[src/rtl/core/ufbd_pkg.sv]
// Package for the fractional baud divisor search: constants, FSM state,
// channel payload structs and controller/datapath command and status structs.
// No dependencies.
`default_nettype none
package ufbd_pkg;
  localparam int unsigned ClkW   = 28;
  localparam int unsigned BaudW  = 24;
  localparam int unsigned DivW   = 16;
  localparam int unsigned ErrW   = 17;
  localparam int unsigned WordW  = 32;
  localparam logic [ErrW-1:0] StartError = 17'd100000;
  localparam logic [3:0] MulMax = 4'd15;
  localparam logic [3:0] AddMax = 4'd15;

  typedef enum logic [3:0] {
    ST_IDLE,
    ST_TEMP_START,
    ST_TEMP_WAIT,
    ST_DIV_START,
    ST_DIV_WAIT,
    ST_RATE_START,
    ST_RATE_WAIT,
    ST_NEXT,
    ST_DONE
  } state_e;

  typedef struct packed {
    logic [ClkW-1:0] peripheral_clock_hz;
  } cfg_t;

  typedef struct packed {
    logic [2:0]       port_index;
    logic [BaudW-1:0] baud_rate;
  } req_t;

  typedef struct packed {
    logic [2:0]      port_echo;
    logic            status;
    logic [DivW-1:0] divisor;
    logic [3:0]      mul_value;
    logic [3:0]      add_value;
    logic            found;
    logic [ErrW-1:0] best_error;
  } rsp_t;

  typedef struct packed {
    logic load;       // capture request, reset best
    logic temp_start; // divide m*base by m+a
    logic div_start;  // divide temp by baud
    logic rate_start; // divide temp by divisor
    logic eval;       // round/check divisor (after div)
    logic judge;      // compare error (after rate)
    logic advance;    // step to next pair
  } cmd_t;

  typedef struct packed {
    logic busy;       // divider busy
    logic cand_ok;    // rounded divisor in range
    logic zero_hit;   // judged error was zero and was taken
    logic last_pair;  // m=15, a=15
    logic skip;       // bad port or zero baud
  } stat_t;
endpackage
`default_nettype wire

[src/rtl/core/ufbd_ctrl.sv]
// Controller FSM sequencing the three divisions for each pair.
// Depends on ufbd_pkg.
`default_nettype none
module ufbd_ctrl (
  input  wire  logic            clk_i,
  input  wire  logic            rst_ni,
  input  wire  logic            in_valid_i,
  output logic                  in_ready_o,
  output logic                  out_valid_o,
  input  wire  logic            out_ready_i,
  output ufbd_pkg::cmd_t        cmd_o,
  input  wire  ufbd_pkg::stat_t stat_i
);
  import ufbd_pkg::*;
  state_e state_q, state_d;

  always_ff @(posedge clk_i or negedge rst_ni) begin
    if (!rst_ni) state_q <= ST_IDLE;
    else state_q <= state_d;
  end

  always_comb begin
    state_d = state_q; cmd_o = '0;
    in_ready_o = 1'b0; out_valid_o = 1'b0;
    case (state_q)
      ST_IDLE: begin
        in_ready_o = 1'b1;
        if (in_valid_i) begin
          cmd_o.load = 1'b1; state_d = ST_TEMP_START;
        end
      end
      ST_TEMP_START: begin
        if (stat_i.skip) state_d = ST_DONE;
        else begin
          cmd_o.temp_start = 1'b1; state_d = ST_TEMP_WAIT;
        end
      end
      ST_TEMP_WAIT: if (!stat_i.busy) state_d = ST_DIV_START;
      ST_DIV_START: begin
        // latch temp, divide it by the baud rate
        cmd_o.div_start = 1'b1; state_d = ST_DIV_WAIT;
      end
      ST_DIV_WAIT: if (!stat_i.busy) begin
        cmd_o.eval = 1'b1; state_d = ST_RATE_START;
      end
      ST_RATE_START: begin
        if (stat_i.cand_ok) begin
          cmd_o.rate_start = 1'b1; state_d = ST_RATE_WAIT;
        end else state_d = ST_NEXT;
      end
      ST_RATE_WAIT: if (!stat_i.busy) begin
        cmd_o.judge = 1'b1;
        state_d = stat_i.zero_hit ? ST_DONE : ST_NEXT;
      end
      ST_NEXT: begin
        if (stat_i.last_pair) state_d = ST_DONE;
        else begin
          cmd_o.advance = 1'b1; state_d = ST_TEMP_START;
        end
      end
      ST_DONE: begin
        out_valid_o = 1'b1;
        if (out_ready_i) state_d = ST_IDLE;
      end
      default: state_d = ST_IDLE;
    endcase
  end
endmodule
`default_nettype wire

[config.mk]
export PLATFORM = sky130hd
export DESIGN_NAME = ufbd_ctrl
export DESIGN_NICKNAME = d
export VERILOG_FILES = /design/src/rtl/core/ufbd_pkg.sv /design/src/rtl/core/ufbd_ctrl.sv
export SDC_FILE = /design/constraint.sdc
export NUM_CORES = 1
export LEC_CHECK = 0
export ABC_AREA = 1
export ABC_CLOCK_PERIOD_IN_PS = 1400
export BUFFER_PORTS_ARGS = -buffer_cell sky130_fd_sc_hd__buf_2
export CORE_AREA = 2 2 39 41
export CTS_BUF_LIST = sky130_fd_sc_hd__clkbuf_4
export CTS_CLUSTER_DIAMETER = 40
export DETAILED_ROUTE_END_ITERATION = 10
export DIE_AREA = 0 0 41 43
export HOLD_SLACK_MARGIN = 0.03
export PLACE_DENSITY = 0.55
export SKIP_CTS_REPAIR_TIMING = 1
export SLEW_MARGIN = 20
export SYNTH_ARGS = -nofsm -noshare
export SYNTH_HDL_FRONTEND = slang
export SYNTH_SLANG_ARGS = --single-unit
[constraint.sdc]
create_clock -name clk_i -period 1.4 [get_ports clk_i]
set_input_delay 0.21 -clock clk_i [delete_from_list [all_inputs] [get_ports clk_i]]
set_output_delay 0.21 -clock clk_i [all_outputs]
set_load 0.005 [all_outputs]
After elaboration in Yosys (flattened, before gate mapping) --
Cells that the tools add are included.
Cells by class: eq/ne operators 13, multiplexer cells 24, reduce and logical (&&, ||, !) cells 2
Operator list (count):
- 4-bit case mux with 9 select lines | 1
- 4-bit two-way mux | 8
- 4-bit by 3-bit == test with 1-bit output, second input constant | 4
- 1-bit two-way mux | 15
- 2-bit != test, second input constant | 5
- 4-bit by 2-bit == test with 1-bit output, second input constant | 2
- 5-bit AND reduction | 1
- 4-bit by 1-bit == test with 1-bit output, second input constant | 1
- 4-bit == test, second input constant | 1
- 4-bit zero test | 1
Word-level totals: register bits after elaboration 4, bits of input ports 9, output and inout port bits 9

Logic depth before layout (Yosys ltp) --
depth in word-level cells 3, mapped depth 8

Worst setup path after synthesis --
OpenSTA, ideal clock, no wires.
kind flip-flop to flip-flop, start register state_q[3], end register state_q[3], setup time 0.118 ns, arrival time 0.984 ns, data required time 1.282 ns, setup slack 0.298 ns, stages on the path, launching flop included 7, clock period less this slack 1.102 ns, cells stage by stage dfrtp_1 -> nor2_2 -> nand2_2 -> a21oi_1 -> nor2_1 -> nand2_1 -> nand2_1
Between the ends: longest elaborated chain between the ends 3, elaborated cells between the ends (all ways) 16
Ends and longest elaborated chain:
- from (decl) | line ufbd_ctrl.sv:15 | state_e state_q, state_d;
- from (signal assigned) | line ufbd_ctrl.sv:19 | else state_q <= state_d;
- 4-bit by 2-bit == test with 1-bit output, or another cell as far along | line ufbd_ctrl.sv:25 | case (state_q)
- 2-bit != test (no line)
- 5-bit AND reduction (no line)
Parallel ways exist; a longest one is shown, timed or not. A chain may end at the register's enable or synchronous reset.

==> impl_results.md <==
* Outcome: finished with violations
* Failing checks: setup timing
* Clock slew at reported path FFs at 0.04 ns
* Max-slew violation count at 0
* Number of DRC markers after the initial detailed-route iteration at 8
* FF+latch count, synth at 4
* DR WL met3 at about 60 um
* Hold_sp: out_ready_i
* Post-Route Hold Slack at roughly 0.27 ns
* Count of yosys warnings during synthesis at 0
* Classification of the worst setup path: reg2out
* Total inserted antenna cells at 0
* Starting density of the core at between 20 and 30%
* Clk Latency, worst-skew pair at between 0.2 and 0.25 ns
* Standard cell area after detailed placement at around 500 sq um
* Largest regs: state_q x4
* Syn_nets at between 70 and 80
* Setup slack on the worst flop-to-flop path at ~0.1 ns
* DR vias at around 500
* Proportion of layout cells with a drive suffix above 1 at around half
* Total power at 1.180 mW
* Die Footprint at 1763 sq um
* Placement-stage worst setup slack at 0.1366 ns
* Peak supply drop at between 0.0006 and 0.0007 V
* Clock Sink Count at 4
* Reported leakage power at approximately 0.37 nW
* Flip-flop count of the largest register, all copies and words added at 4
* Part of the Yosys area used for sequential elements at around 25%
* Cts bufs inserted at 3
* Cell area after synthesis at 397.9 sq um
* DRT met1 WL at approximately 460 um
* Via-per-instance ratio at 4.655
* Final critical-path share of the clock period at 101.6%
* Endpoints failing setup at 2
* Htree depth at 1
* First-pass GRT wire length at ~1600 um
* Arr. time, crit path at roughly 1.2 ns
* # rows at 14
* Largest register by flop count: state_q
* Startpoint of the most critical setup path: state_q[2]
* Total detailed-routing wirelength at roughly 1100 um
* Highest signal layer in the routed design: met4
* Cell at the root of the clock tree: sky130_fd_sc_hd__clkbuf_4
* Actual slew at the worst max-slew pin at 0.2061 ns
* Dominant delay contributor by cell family on the critical path: simple AND/OR/NAND/NOR gates
* Setup repair after global routing missed its margin: true
* Length of the first detailed-routing pass in iterations at 4
* Buffer and inverter count on the worst path at 2
* Worst reg2reg startpoint: state_q[3]
* Core area at 1384 sq um
* Required time worst endpoint at roughly 1.2 ns
* Class of the tightest hold or removal check: in2reg
* Kind of end point of the critical path: primary output
* Max-cap viol count at 0
* Die outline width at between 40 and 50 um
* Estimated wirelength of the detail-placed design at approximately 830 um
* PnR worst setup slack at -0.02290 ns
* Worst stage delay on the critical path at about 0.40 ns
* Number of antenna violations at the first check in global routing at 0
* Signed area change from the synthesized netlist to the final layout at 55.66%
* Pwr/cell area at ~1900 nW/um^2
* Max Fanout on Critical Path at 7
* Remaining antenna violation count after routing at 0
* Global-route congestion overflow total at 0
* Deepest clock path buffer count at 2
* Category of the worst setup path launch point: flip-flop
* Post-synth cell types at 14
* Total global routing track utilization at 13.19%
* Number of hold violations in the final report at 0
* Number of instances in the synthesized netlist at 69
* Cells along the critical path: inv_2 > nor2_4 > nand2_2 > nor2_1 > buf_2
* Clock tree from TritonCTS: yes
* Worst-case clock skew at approximately 0.0016 ns
* Shortest period the worst path allows at between 1 and 1.5 ns
* Area of all placed cells without fillers at just over 600 sq um
* Buffers added on ports at 17
* Filler instances at approximately 150
* Vias in the first global route at ~410
* Number of remaining DRC errors at 0
* Met2 Routed Length at between 500 and 600 um
* Critical Path Slowest Stage Cell: sky130_fd_sc_hd__dfrtp_2
* Top-level port count at 18
* Average wire length per cell after detail routing at ~9.8 um
* Synth Area per Inst at 5.766 sq um
* FMAX at ~700 MHz
* Pin count of the biggest net entering global routing at 8
* Overall die height at roughly 43 um
* Slew Limit Headroom at 86.23%
* Final layout net count at 105
* Final weighted congestion in routability-driven placement at ~0.8
worst reg2reg max path, cell delays in order (launching register included):
cell and delay, ns:
sky130_fd_sc_hd__dfrtp_2 0.44, sky130_fd_sc_hd__nor2_4 0.21, sky130_fd_sc_hd__buf_4 0.15, sky130_fd_sc_hd__nand2_2 0.07
sky130_fd_sc_hd__a21oi_1 0.14, sky130_fd_sc_hd__nor2_1 0.08, sky130_fd_sc_hd__nand2_1 0.07, sky130_fd_sc_hd__nand2_1 0.05
synthesized netlist by cell type (all sizes together):
master,count,area (sq um)
a21oi,2,10.01
dfrtp,4,100.1
inv,16,60.05
nand2,19,78.83
nand3,9,45.04
nand3b,2,15.01
nand4,2,12.51
nor2,13,61.31
nor4,1,6.260
o21ai,1,8.760
placed cells by master, fill, tap and decap left out, types with 2 or more instances in the layout:
master	count
sky130_fd_sc_hd__buf_4	4
sky130_fd_sc_hd__nand2_2	7
sky130_fd_sc_hd__dfrtp_2	4
sky130_fd_sc_hd__inv_2	3
sky130_fd_sc_hd__nor2_4	5
sky130_fd_sc_hd__inv_1	13
sky130_fd_sc_hd__nand3b_1	2
sky130_fd_sc_hd__a21oi_1	2
sky130_fd_sc_hd__nand3_1	8
sky130_fd_sc_hd__nand4_1	2
sky130_fd_sc_hd__nand2_1	12
sky130_fd_sc_hd__clkbuf_4	3
sky130_fd_sc_hd__nor2_1	7
sky130_fd_sc_hd__buf_2	17
per-stage QoR:
step / utilization [%] / cells / TNS [ns]
finish: 44.76 / 110 / -0.02496
global route: 44.76 / 110 / -0.3568
CTS: 37.97 / 105 / -0.4144
detailed placement: 36.35 / 102 / 0
global placement: 36.35 / 102 / 0
floorplan: - / 69 / 0
worst paths after layout:
path / endpoint / cells after the start
min in group asynchronous: state_q[1] / 2
hold reg to reg: state_q[1] / 2
setup reg to reg: state_q[3] / 7
max in group asynchronous: state_q[3] / 2
setup / recovery: cmd_o[3] / 5
hold / removal: state_q[3] / 3
cell type report:
| type | count | area [sq um] | share of cell area, % |
|---|---|---|---|
| Inverter | 16 | 60.06 | 9.697 |
| Sequential cell | 4 | 105.1 | 16.97 |
| Tap cell | 16 | 20.02 | 3.232 |
| Timing Repair Buffer | 22 | 125.1 | 20.20 |
| Multi-Input combinational cell | 49 | 286.5 | 46.26 |
| Clock buffer | 3 | 22.52 | 3.636 |
kinds of logic (layout without fill, tap and decap cells):
family / after synthesis / in the layout / synth area share, %
AOI/OAI and AO/OA: 3 / 3 / 4.717
buffers and inverters: 16 / 41 / 15.09
DFF: 4 / 4 / 25.16
and+or+nand+nor: 46 / 46 / 55.03
per-layer routing:
metal	GRT usage (%)	up-vias
met5	0	-
li1	-	265
met3	6.283	2
met1	17.86	229
met2	18.13	16
met4	4.000	0
power breakdown:
part | leakage (nW) | switching [mW] | internal, mW
combinational | 0.312 | 0.438 | 0.315
clock | 0.0138 | 0.0453 | 0.0958
sequential | 0.0465 | 0.108 | 0.177
Power figures use the tool's default switching activity.
