==> config.mk <==
export PLATFORM = sky130hd
export DESIGN_NAME = ufbd_datapath
export DESIGN_NICKNAME = d
export VERILOG_FILES = /design/src/rtl/core/ufbd_pkg.sv /design/src/rtl/core/ufbd_divider.sv /design/src/rtl/core/ufbd_datapath.sv
export SDC_FILE = /design/constraint.sdc
export NUM_CORES = 1
export LEC_CHECK = 0
export BUFFER_PORTS_ARGS = -buffer_cell sky130_fd_sc_hd__buf_2
export CORE_MARGIN = 10
export CORE_UTILIZATION = 53
export CTS_CLUSTER_DIAMETER = 60
export DETAILED_ROUTE_END_ITERATION = 8
export HOLD_SLACK_MARGIN = 0.1
export PLACE_DENSITY = 0.71
export RECOVER_POWER = 25
export SETUP_SLACK_MARGIN = 0.1
export SYNTH_ARGS = -nofsm -noshare
export SYNTH_HDL_FRONTEND = slang
export SYNTH_HIERARCHICAL = 1
export SYNTH_SLANG_ARGS = --single-unit
==> constraint.sdc <==
create_clock -name clk_i -period 10.15 [get_ports clk_i]
set_clock_uncertainty 0.1 [all_clocks]
set_input_delay 0.5075 -clock clk_i [delete_from_list [all_inputs] [get_ports clk_i]]
set_output_delay 0.5075 -clock clk_i [all_outputs]
set_load 0.02 [all_outputs]
==> src/rtl/core/ufbd_pkg.sv <==
// Package for the fractional baud divisor search: constants, FSM state,
// channel payload structs and controller/datapath command and status structs.
// No dependencies.
`default_nettype none
package ufbd_pkg;
  localparam int unsigned ClkW   = 28;
  localparam int unsigned BaudW  = 24;
  localparam int unsigned DivW   = 16;
  localparam int unsigned ErrW   = 17;
  localparam int unsigned WordW  = 32;
  localparam logic [ErrW-1:0] StartError = 17'd100000;
  localparam logic [3:0] MulMax = 4'd15;
  localparam logic [3:0] AddMax = 4'd15;

  typedef enum logic [3:0] {
    ST_IDLE,
    ST_TEMP_START,
    ST_TEMP_WAIT,
    ST_DIV_START,
    ST_DIV_WAIT,
    ST_RATE_START,
    ST_RATE_WAIT,
    ST_NEXT,
    ST_DONE
  } state_e;

  typedef struct packed {
    logic [ClkW-1:0] peripheral_clock_hz;
  } cfg_t;

  typedef struct packed {
    logic [2:0]       port_index;
    logic [BaudW-1:0] baud_rate;
  } req_t;

  typedef struct packed {
    logic [2:0]      port_echo;
    logic            status;
    logic [DivW-1:0] divisor;
    logic [3:0]      mul_value;
    logic [3:0]      add_value;
    logic            found;
    logic [ErrW-1:0] best_error;
  } rsp_t;

  typedef struct packed {
    logic load;       // capture request, reset best
    logic temp_start; // divide m*base by m+a
    logic div_start;  // divide temp by baud
    logic rate_start; // divide temp by divisor
    logic eval;       // round/check divisor (after div)
    logic judge;      // compare error (after rate)
    logic advance;    // step to next pair
  } cmd_t;

  typedef struct packed {
    logic busy;       // divider busy
    logic cand_ok;    // rounded divisor in range
    logic zero_hit;   // judged error was zero and was taken
    logic last_pair;  // m=15, a=15
    logic skip;       // bad port or zero baud
  } stat_t;
endpackage
`default_nettype wire

==> src/rtl/core/ufbd_divider.sv <==
// Radix-2 restoring divider, 32/32, one quotient bit a cycle.
// Depends on ufbd_pkg.
`default_nettype none
module ufbd_divider (
  input  wire  logic                      clk_i,
  input  wire  logic                      rst_ni,
  input  wire  logic                      start_i,
  input  wire  logic [ufbd_pkg::WordW-1:0] num_i,
  input  wire  logic [ufbd_pkg::WordW-1:0] den_i,
  output logic                            busy_o,
  output logic [ufbd_pkg::WordW-1:0]       quo_o,
  output logic [ufbd_pkg::WordW-1:0]       rem_o
);
  import ufbd_pkg::*;
  logic [5:0]       cnt_q, cnt_d;
  logic [WordW-1:0] quo_q, quo_d, rem_q, rem_d, den_q, den_d;
  logic [WordW:0]   trial;

  always_comb begin
    cnt_d = cnt_q; quo_d = quo_q; rem_d = rem_q; den_d = den_q;
    trial = {rem_q, quo_q[WordW-1]} - {1'b0, den_q};
    if (start_i) begin
      cnt_d = 6'd32; quo_d = num_i; rem_d = '0; den_d = den_i;
    end else if (cnt_q != 6'd0) begin
      cnt_d = cnt_q - 6'd1;
      if (!trial[WordW]) begin
        rem_d = trial[WordW-1:0];
        quo_d = {quo_q[WordW-2:0], 1'b1};
      end else begin
        rem_d = {rem_q[WordW-2:0], quo_q[WordW-1]};
        quo_d = {quo_q[WordW-2:0], 1'b0};
      end
    end
  end

  always_ff @(posedge clk_i or negedge rst_ni) begin
    if (!rst_ni) cnt_q <= '0;
    else cnt_q <= cnt_d;
  end
  always_ff @(posedge clk_i) begin
    quo_q <= quo_d; rem_q <= rem_d; den_q <= den_d;
  end
  assign busy_o = (cnt_q != 6'd0);
  assign quo_o  = quo_q;
  assign rem_o  = rem_q;
endmodule
`default_nettype wire

==> src/rtl/core/ufbd_datapath.sv <==
// Datapath: pair counters, shared serial divider, best-candidate registers.
// Depends on ufbd_pkg and ufbd_divider.
`default_nettype none
module ufbd_datapath #(
  parameter int unsigned PORT_COUNT = 4
) (
  input  wire  logic                      clk_i,
  input  wire  logic                      rst_ni,
  input  wire  ufbd_pkg::cmd_t            cmd_i,
  output ufbd_pkg::stat_t                 stat_o,
  input  wire  logic [ufbd_pkg::ClkW-1:0]  clk_hz_i,
  input  wire  logic [2:0]                port_i,
  input  wire  logic [ufbd_pkg::BaudW-1:0] baud_i,
  output logic [2:0]                      port_o,
  output logic                            status_o,
  output logic [ufbd_pkg::DivW-1:0]        divisor_o,
  output logic [3:0]                      mul_o,
  output logic [3:0]                      add_o,
  output logic                            found_o,
  output logic [ufbd_pkg::ErrW-1:0]        err_o
);
  import ufbd_pkg::*;
  logic [2:0]       port_q;
  logic [BaudW-1:0] baud_q;
  logic [ClkW-5:0]  base_q;
  logic [3:0]       m_q, a_q, bm_q, ba_q;
  logic [DivW:0]    d_q;
  logic [WordW-1:0] temp_q;
  logic [DivW-1:0]  bd_q;
  logic [ErrW-1:0]  be_q;
  logic             bf_q, status_q;
  logic             start;
  logic [WordW-1:0] num, den, quo, rem;
  logic [WordW-1:0] dround, rate, err;
  logic             better;

  // m*base fits 32 bits (15 * 2^24)
  always_comb begin
    num = temp_q;
    den = {{(WordW-BaudW){1'b0}}, baud_q};
    if (cmd_i.temp_start) begin
      num = WordW'({4'd0, m_q} * {{(WordW-ClkW+4){1'b0}}, base_q});
      den = {{(WordW-5){1'b0}}, {1'b0, m_q} + {1'b0, a_q}};
    end else if (cmd_i.div_start) begin
      // temp is still on the divider output in this cycle
      num = quo;
    end else if (cmd_i.rate_start) begin
      den = {{(WordW-DivW-1){1'b0}}, d_q};
    end
  end
  assign start = cmd_i.temp_start | cmd_i.div_start | cmd_i.rate_start;

  ufbd_divider u_div (
    .clk_i, .rst_ni, .start_i(start), .num_i(num), .den_i(den),
    .busy_o(stat_o.busy), .quo_o(quo), .rem_o(rem)
  );

  always_comb begin
    dround = quo + ((rem > {9'd0, baud_q[BaudW-1:1]}) ? 32'd1 : 32'd0);
    rate   = quo;
    err    = (rate <= {8'd0, baud_q}) ? ({8'd0, baud_q} - rate)
                                      : (rate - {8'd0, baud_q});
    better = (err < {15'd0, be_q});
  end

  assign stat_o.cand_ok   = (d_q > 17'd2) && !d_q[DivW];
  assign stat_o.zero_hit  = better && (err == '0);
  assign stat_o.last_pair = (m_q == MulMax) && (a_q == AddMax);
  assign stat_o.skip      = status_q || (baud_q == '0);

  always_ff @(posedge clk_i) begin
    if (cmd_i.load) begin
      port_q <= port_i; baud_q <= baud_i; base_q <= clk_hz_i[ClkW-1:4];
      status_q <= ({1'b0, port_i} >= 4'(PORT_COUNT));
      m_q <= 4'd1; a_q <= 4'd0;
      bd_q <= '0; bm_q <= 4'd1; ba_q <= 4'd0; bf_q <= 1'b0; be_q <= StartError;
    end
    if (cmd_i.temp_start == 1'b0 && cmd_i.eval) begin
      // quotient below 2^16 matters only; clamp overflow to out-of-range
      d_q <= (dround[WordW-1:DivW] != '0) ? {1'b1, 16'd0} : {1'b0, dround[DivW-1:0]};
    end
    if (cmd_i.div_start) temp_q <= quo;
    if (cmd_i.judge && better) begin
      bd_q <= d_q[DivW-1:0]; bm_q <= m_q; ba_q <= a_q;
      be_q <= err[ErrW-1:0]; bf_q <= 1'b1;
    end
    if (cmd_i.advance) begin
      if (a_q == AddMax) begin
        a_q <= 4'd0; m_q <= m_q + 4'd1;
      end else a_q <= a_q + 4'd1;
    end
  end

  assign port_o = port_q; assign status_o = status_q; assign divisor_o = bd_q;
  assign mul_o = bm_q; assign add_o = ba_q; assign found_o = bf_q; assign err_o = be_q;
endmodule
`default_nettype wire

* Yosys cells after proc, flatten, opt, wreduce, memory -nomap -nowiden
Index checks and enable logic that the tools add are counted.
** Word-level totals
- Bits in registers :: 253
- Bits of input ports :: 64
- Output and inout port bits :: 51
- Word-level logic and storage cells :: 81
** Cells by class
- Add/subtract/negate cells :: 8
- Multiply operators :: 1
- Order comparisons :: 5
- Equal/unequal tests :: 2
- Mux-type cells :: 27
- Bitwise gates (word level) :: 3
- Reductions and logical operators :: 15
** Operators by type and width (count)
- $mux W32 :: 6
- $mux W17 :: 3
- $mux W24 :: 2
- $mux W4 :: 9
- $sub A33 B32 Y33 :: 1
- $add A32 B1 Y32 :: 1
- $gt A32 B23 Y1 :: 1
- $le A32 B24 Y1 :: 1
- $logic_not A32 Y1 :: 1
- $lt A32 B17 Y1 :: 1
- $mux W16 :: 2
- $sub A24 B32 Y32 :: 1
- $sub A32 B24 Y32 :: 1
- $mul A4 B24 Y28 :: 1
- $logic_not A24 Y1 :: 1
- $gt A17 B2 Y1 const B :: 1
- $reduce_bool A16 Y1 :: 1
- $mux W6 :: 2
- $add A4 B1 Y4 const B :: 2
- $eq A4 B4 Y1 const B :: 2
- $reduce_bool A2 Y1 :: 3
- $reduce_bool A6 Y1 :: 1
- $sub A6 B1 Y6 const B :: 1
- $add A4 B4 Y5 :: 1
- 9 further kinds :: 15

* Logic depth before layout (Yosys ltp)
- Depth after elaboration :: 5
- Gate-level depth with buffers :: 27
- Depth with buffers taken out :: 24

* By module
The synthesis kept the hierarchy.
** By module, submodules not included
- ufbd_datapath :: instances 1, cells each 1483, area an instance 13297.8 sq um, seq. area each 4164.0 sq um
- ufbd_divider :: instances 1, cells each 625, area an instance 6342.3 sq um, seq. area each 2712.6 sq um

* Worst setup path after synthesis
No wires, ideal clock.
- Path kind :: reg2reg
- Start point :: register u_div.quo_q[0], in the netlist u_div/quo_o[0]
- End point :: register ba_q[0], in the netlist add_o[0] (enable)
- Library setup time :: 0.501 ns
- Data arrival time :: 8.184 ns
- Data required time :: 9.549 ns
- Setup slack :: 1.366 ns
- Stages on the path, launching flop included :: 27
- Path buffers :: 4
- Clock period less this slack :: 8.784 ns
- Path through :: edfxtp_1 > inv_1 > ha_1 > inv_1 > fa_1 > a41o_1 > a221o_1 > o221ai_1 > a21boi_0 > o22ai_4 > buf_6 > buf_2 > buf_2 > mux2i_1 > xnor2_1 > inv_1 > ha_1 > nand2_1 > nor2_1 > a211oi_1 > o21ai_0 > a211oi_1 > o41a_1 > nand3_1 > or4_1 > buf_2 > o31ai_1
** On the way
- Longest elaborated chain between the ends :: 5
- Elaborated cells between the ends (all ways) :: 7
- Those cells by class :: add/sub (2); order compare (2); mux (1); reduce/logical (2)
** RTL lines
- from (decl) :: RTL line ufbd_divider.sv:16 : logic [WordW-1:0] quo_q, quo_d, rem_q, rem_d, den_q, den_d;
- from (signal assigned) :: RTL line ufbd_divider.sv:41 : quo_q <= quo_d; rem_q <= rem_d; den_q <= den_d;
- $sub A32 B24 Y32, or another cell as far along :: RTL line ufbd_datapath.sv:62 : : (rate - {8'd0, baud_q});
- $mux W32 * :: RTL line ufbd_datapath.sv:61 : err = (rate <= {8'd0, baud_q}) ? ({8'd0, baud_q} - rate)
- named net err[11] :: RTL line ufbd_datapath.sv:34 : logic [WordW-1:0] dround, rate, err;
- $lt A32 B17 Y1 * :: RTL line ufbd_datapath.sv:63 : better = (err < {15'd0, be_q});
- $logic_and A1 B1 Y1 * :: RTL line ufbd_datapath.sv:83 : if (cmd_i.judge && better) begin
- $reduce_bool A2 Y1 (no line) *
- to (signal assigned) :: RTL line ufbd_datapath.sv:84 : bd_q <= d_q[DivW-1:0]; bm_q <= m_q; ba_q <= a_q;
- to (decl) :: RTL line ufbd_datapath.sv:26 : logic [3:0] m_q, a_q, bm_q, ba_q;
The timed path passes the listed nets; every way through them passes the cells marked *.
A chain may end at the register's enable or synchronous reset.

==> flow_summary.yaml <==
global_routing:
  antenna_found_initial: 1
  grt_max_degree: 64
  overflow: 0
  grt_pass1_wl_um: 87660
  grt_pass1_vias: 16120
  gr-usage-all-layers: 0.2442
sta:
  period_needed_ns: 8.271
  hold_ws_ns: 0.2108
  slew_headroom: -0.3957
  fmax_mhz: 120.9
  drv_slew: 77
  final-setup-viol-count: 0
  setup-tns-final_ns: 0
  grt_setup_unrepaired: "false"
  fin_ws_ns: 1.879
  tightest_slew_ns: 2.094
  post-route-period-util: 0.8149
  hold_violations: 0
worst_setup_path:
  cp.required_ns: 9.54
  arrival_ns: 7.66
  r2r_slack_ns: 2.38
  worstSetupStartpoint: "u_div/quo_o[0]"
  endpoint_kind: "primary output"
  start_kind: "flop"
  r2r-end: "divisor_o[15]"
  endpoint: "stat_o[2]"
  r2r-start: "u_div/quo_o[0]"
  cpPeakStageDelay_ns: 0.98
  worst-path-buf-inv: 5
  path_cells: "inv_1, ha_1, inv_1, fa_1, a41o_1, a221o_1, o221ai_1, a21boi_0, o22ai_4, buf_4, mux2i_1, xor2_1, inv_1, ha_1, a21oi_1, a21oi_1, a211oi_1, o21ai_0, a21oi_1, o41a_1, nand3_1, nor4_4, and4_1, buf_2"
  cp_num_cells: 24
  cp_max_fo: 26
  cp_top_family: "compound AO/OA/AOI/OAI gates"
  reg2regPathDepth: 24
  slowest_stage: "nor4_4"
  path_class: "reg -> out"
power:
  power_frac_seq: 0.346
  power.internal_mw: 2.476
  vdd_drop_max_mv: 0.1413
  powerDensity_mw_per_mm2: 170.2
  p_clk_frac: 0.352
  p_switching_mw: 1.315
  p_comb_frac: 0.302
  power_leakage_nw: 9.756
  switching_share: 0.3468
cts:
  cts_tree: "done"
  clkLatencyLatePin_ns: 0.56
  cts_setup_buffers: 0
  cts.sinks: 253
  htreeDepth: 2
  root_buffer: "clkbuf_16"
  cts_buffers: 35
  path_clk_slew_ns: 0.06
  clock_path_buffers: 3
status:
  status: "finished with violations"
  violations: "max-capacitance violations, max-slew violations"
floorplan:
  die_h_um: 212.5
  start_util: 0.5365
  fp.dieArea_mm2: 0.04516
  core_mm2: 0.03661
  rows: 70
  die_w_um: 212.5
  ios: 115
finish:
  design_area_mm2: 0.02228
  instances_no_fill: 2722
  fillerInstances: 3123
  drive_gt1_frac: 0.1327
  n_antenna_cell: 0
  multiInputGateArea_mm2: 0.01163
  ff_latch_area_mm2: 0.006877
  synthToLayoutAreaGrowth_pct: 13.42
  fin_nets: 2499
routing:
  drtIter0Drc: 1328
  ant_nets: 0
  drt-pass1-iter-count: 5
  wl_per_cell_um: 20.20
  drt-total-wl_um: 54990
  viasPerCell: 5.999
  drc_errors: 0
  vias: 16330
logic_synthesis:
  synth_seq_cells: 253
  synth_edf_count: 178
  ys.flop_type: "edfxtp_1"
  async_flop_share: 0.02372
  ys_seq_area_frac: 0.3501
  synth_cell_types: 90
  yosysTopAreaCell: "edfxtp_1"
  ys_top_cells_by_count: "inv_1, nand2_1, edfxtp_1, ha_1"
  ys_warn_count: 6
  yosysTopAreaCellShare: 0.2722
  ys_top_cells_by_area: "edfxtp_1, ha_1, dfxtp_1, fa_1, mux2_2"
  synth_area_mm2: 0.01964
  yosysMostFrequentCell: "inv_1"
  postSynthAreaPerCell_um2: 9.317
  syn_inst: 2108
place:
  globalplace.congestion: 0.9646
  placed_area_mm2: 0.02051
  post-place-ws_ns: 2.508
  dp_cells: 2606
  port_buffers: 110
  hpwl_um: 41420
job:
  drv_cap: 2
worst_hold_path:
  hold_class: "in -> reg"
## how the worst min path moves through the flow
| stage | from | to | slack, ns | cells after the start |
|---|---|---|---|---|
| final | cmd_i[0] | a_q[1] | 0.21 | 2 |
| after global routing | cmd_i[0] | a_q[0] | 0.22 | 2 |
| after CTS | rst_ni | u_div/cnt_q[0] | 0.19 | 2 |
| after detailed placement | rst_ni | u_div/cnt_q[0] | 0.24 | 1 |
| after global placement | rst_ni | u_div/cnt_q[0] | 0.23 | 1 |
| after floorplan | rst_ni | u_div/cnt_q[0] | 0.11 | 0 |
## flip-flops by register name, summed over array words and instances, names as in the netlist, 6 cells and up
signal	flops
baud_q	24
u_div/den_q	32
u_div/rem_o	32
u_div/cnt_q	6
u_div/quo_o	32
temp_q	32
base_q	24
err_o	17
d_q	17
divisor_o	16
## metrics by stage
step | util | power (mW)
floorplan | - | 2.109
global placement | 0.5601 | 2.420
detailed placement | 0.5601 | 2.440
CTS | 0.6089 | 3.795
global route | 0.6085 | 3.979
finish | 0.6085 | 3.791
## kinds of logic (layout without fill, tap and decap cells)
kind of cell,Yosys count,after routing,synth area share
simple gates,667,667,0.1749
compound gates,493,493,0.1696
buf+inv,302,441,0.06109
flops,253,253,0.3501
fa+ha+maj,208,208,0.1509
mux,97,97,0.05441
xor+xnor,87,87,0.03880
other cells,1,8,0.0001909
## timing repair
| action | 4_1_cts | 5_1_grt |
|---|---|---|
| hold buffers | 52 | 0 |
| hold endpoints to repair | 58 | 0 |
| resized for setup | 0 | 0 |
| endpoints found under the setup margin | 0 | 0 |
## power by group through the flow
stage | clock (mW) | sequential (mW) | combinational [mW]
finish | 1.33 | 1.31 | 1.14
global route | 1.39 | 1.32 | 1.27
detailed placement | 0 | 1.33 | 1.11
global placement | 0 | 1.32 | 1.10
CTS | 1.35 | 1.31 | 1.13
floorplan | 0 | 1.29 | 0.820
## layout make-up
type | instances | area share
inverter | 199 | 0.03353
tap | 468 | 0.02629
clock inverter | 25 | 0.01483
clock buffer | 39 | 0.04190
sequential | 253 | 0.3087
timing repair buffer | 178 | 0.05285
multi-input combinational | 1560 | 0.5219
## routing by layer
metal / GRT usage / up-vias / share of wire
met5: 0 / - / 0
met4: 0.09429 / 0 / 0.035
met1: 0.3160 / 7842 / 0.44
met3: 0.03313 / 100 / 0.055
met2: 0.4059 / 521 / 0.47
li1: - / 7867 / -
## placed cells by master, fill, tap and decap left out, types with 18 or more instances in the layout
cell / count
nor4_1: 38
a21o_1: 48
edfxtp_1: 178
nand2b_1: 18
nand3_1: 45
dlygate4sd3_1: 52
xor2_1: 25
mux2i_1: 19
clkbuf_16: 37
o21ai_0: 69
o21ai_1: 23
nand2_1: 183
and2_1: 37
fa_1: 48
o21bai_1: 18
inv_1: 197
nor3_1: 38
ha_1: 160
nor2_1: 149
xnor2_1: 62
mux2_2: 61
a211oi_1: 29
o21a_1: 23
dfxtp_1: 69
buf_2: 105
a21oi_1: 149
nand4_1: 38
and4_1: 26
(Power assumes the default switching activity.)
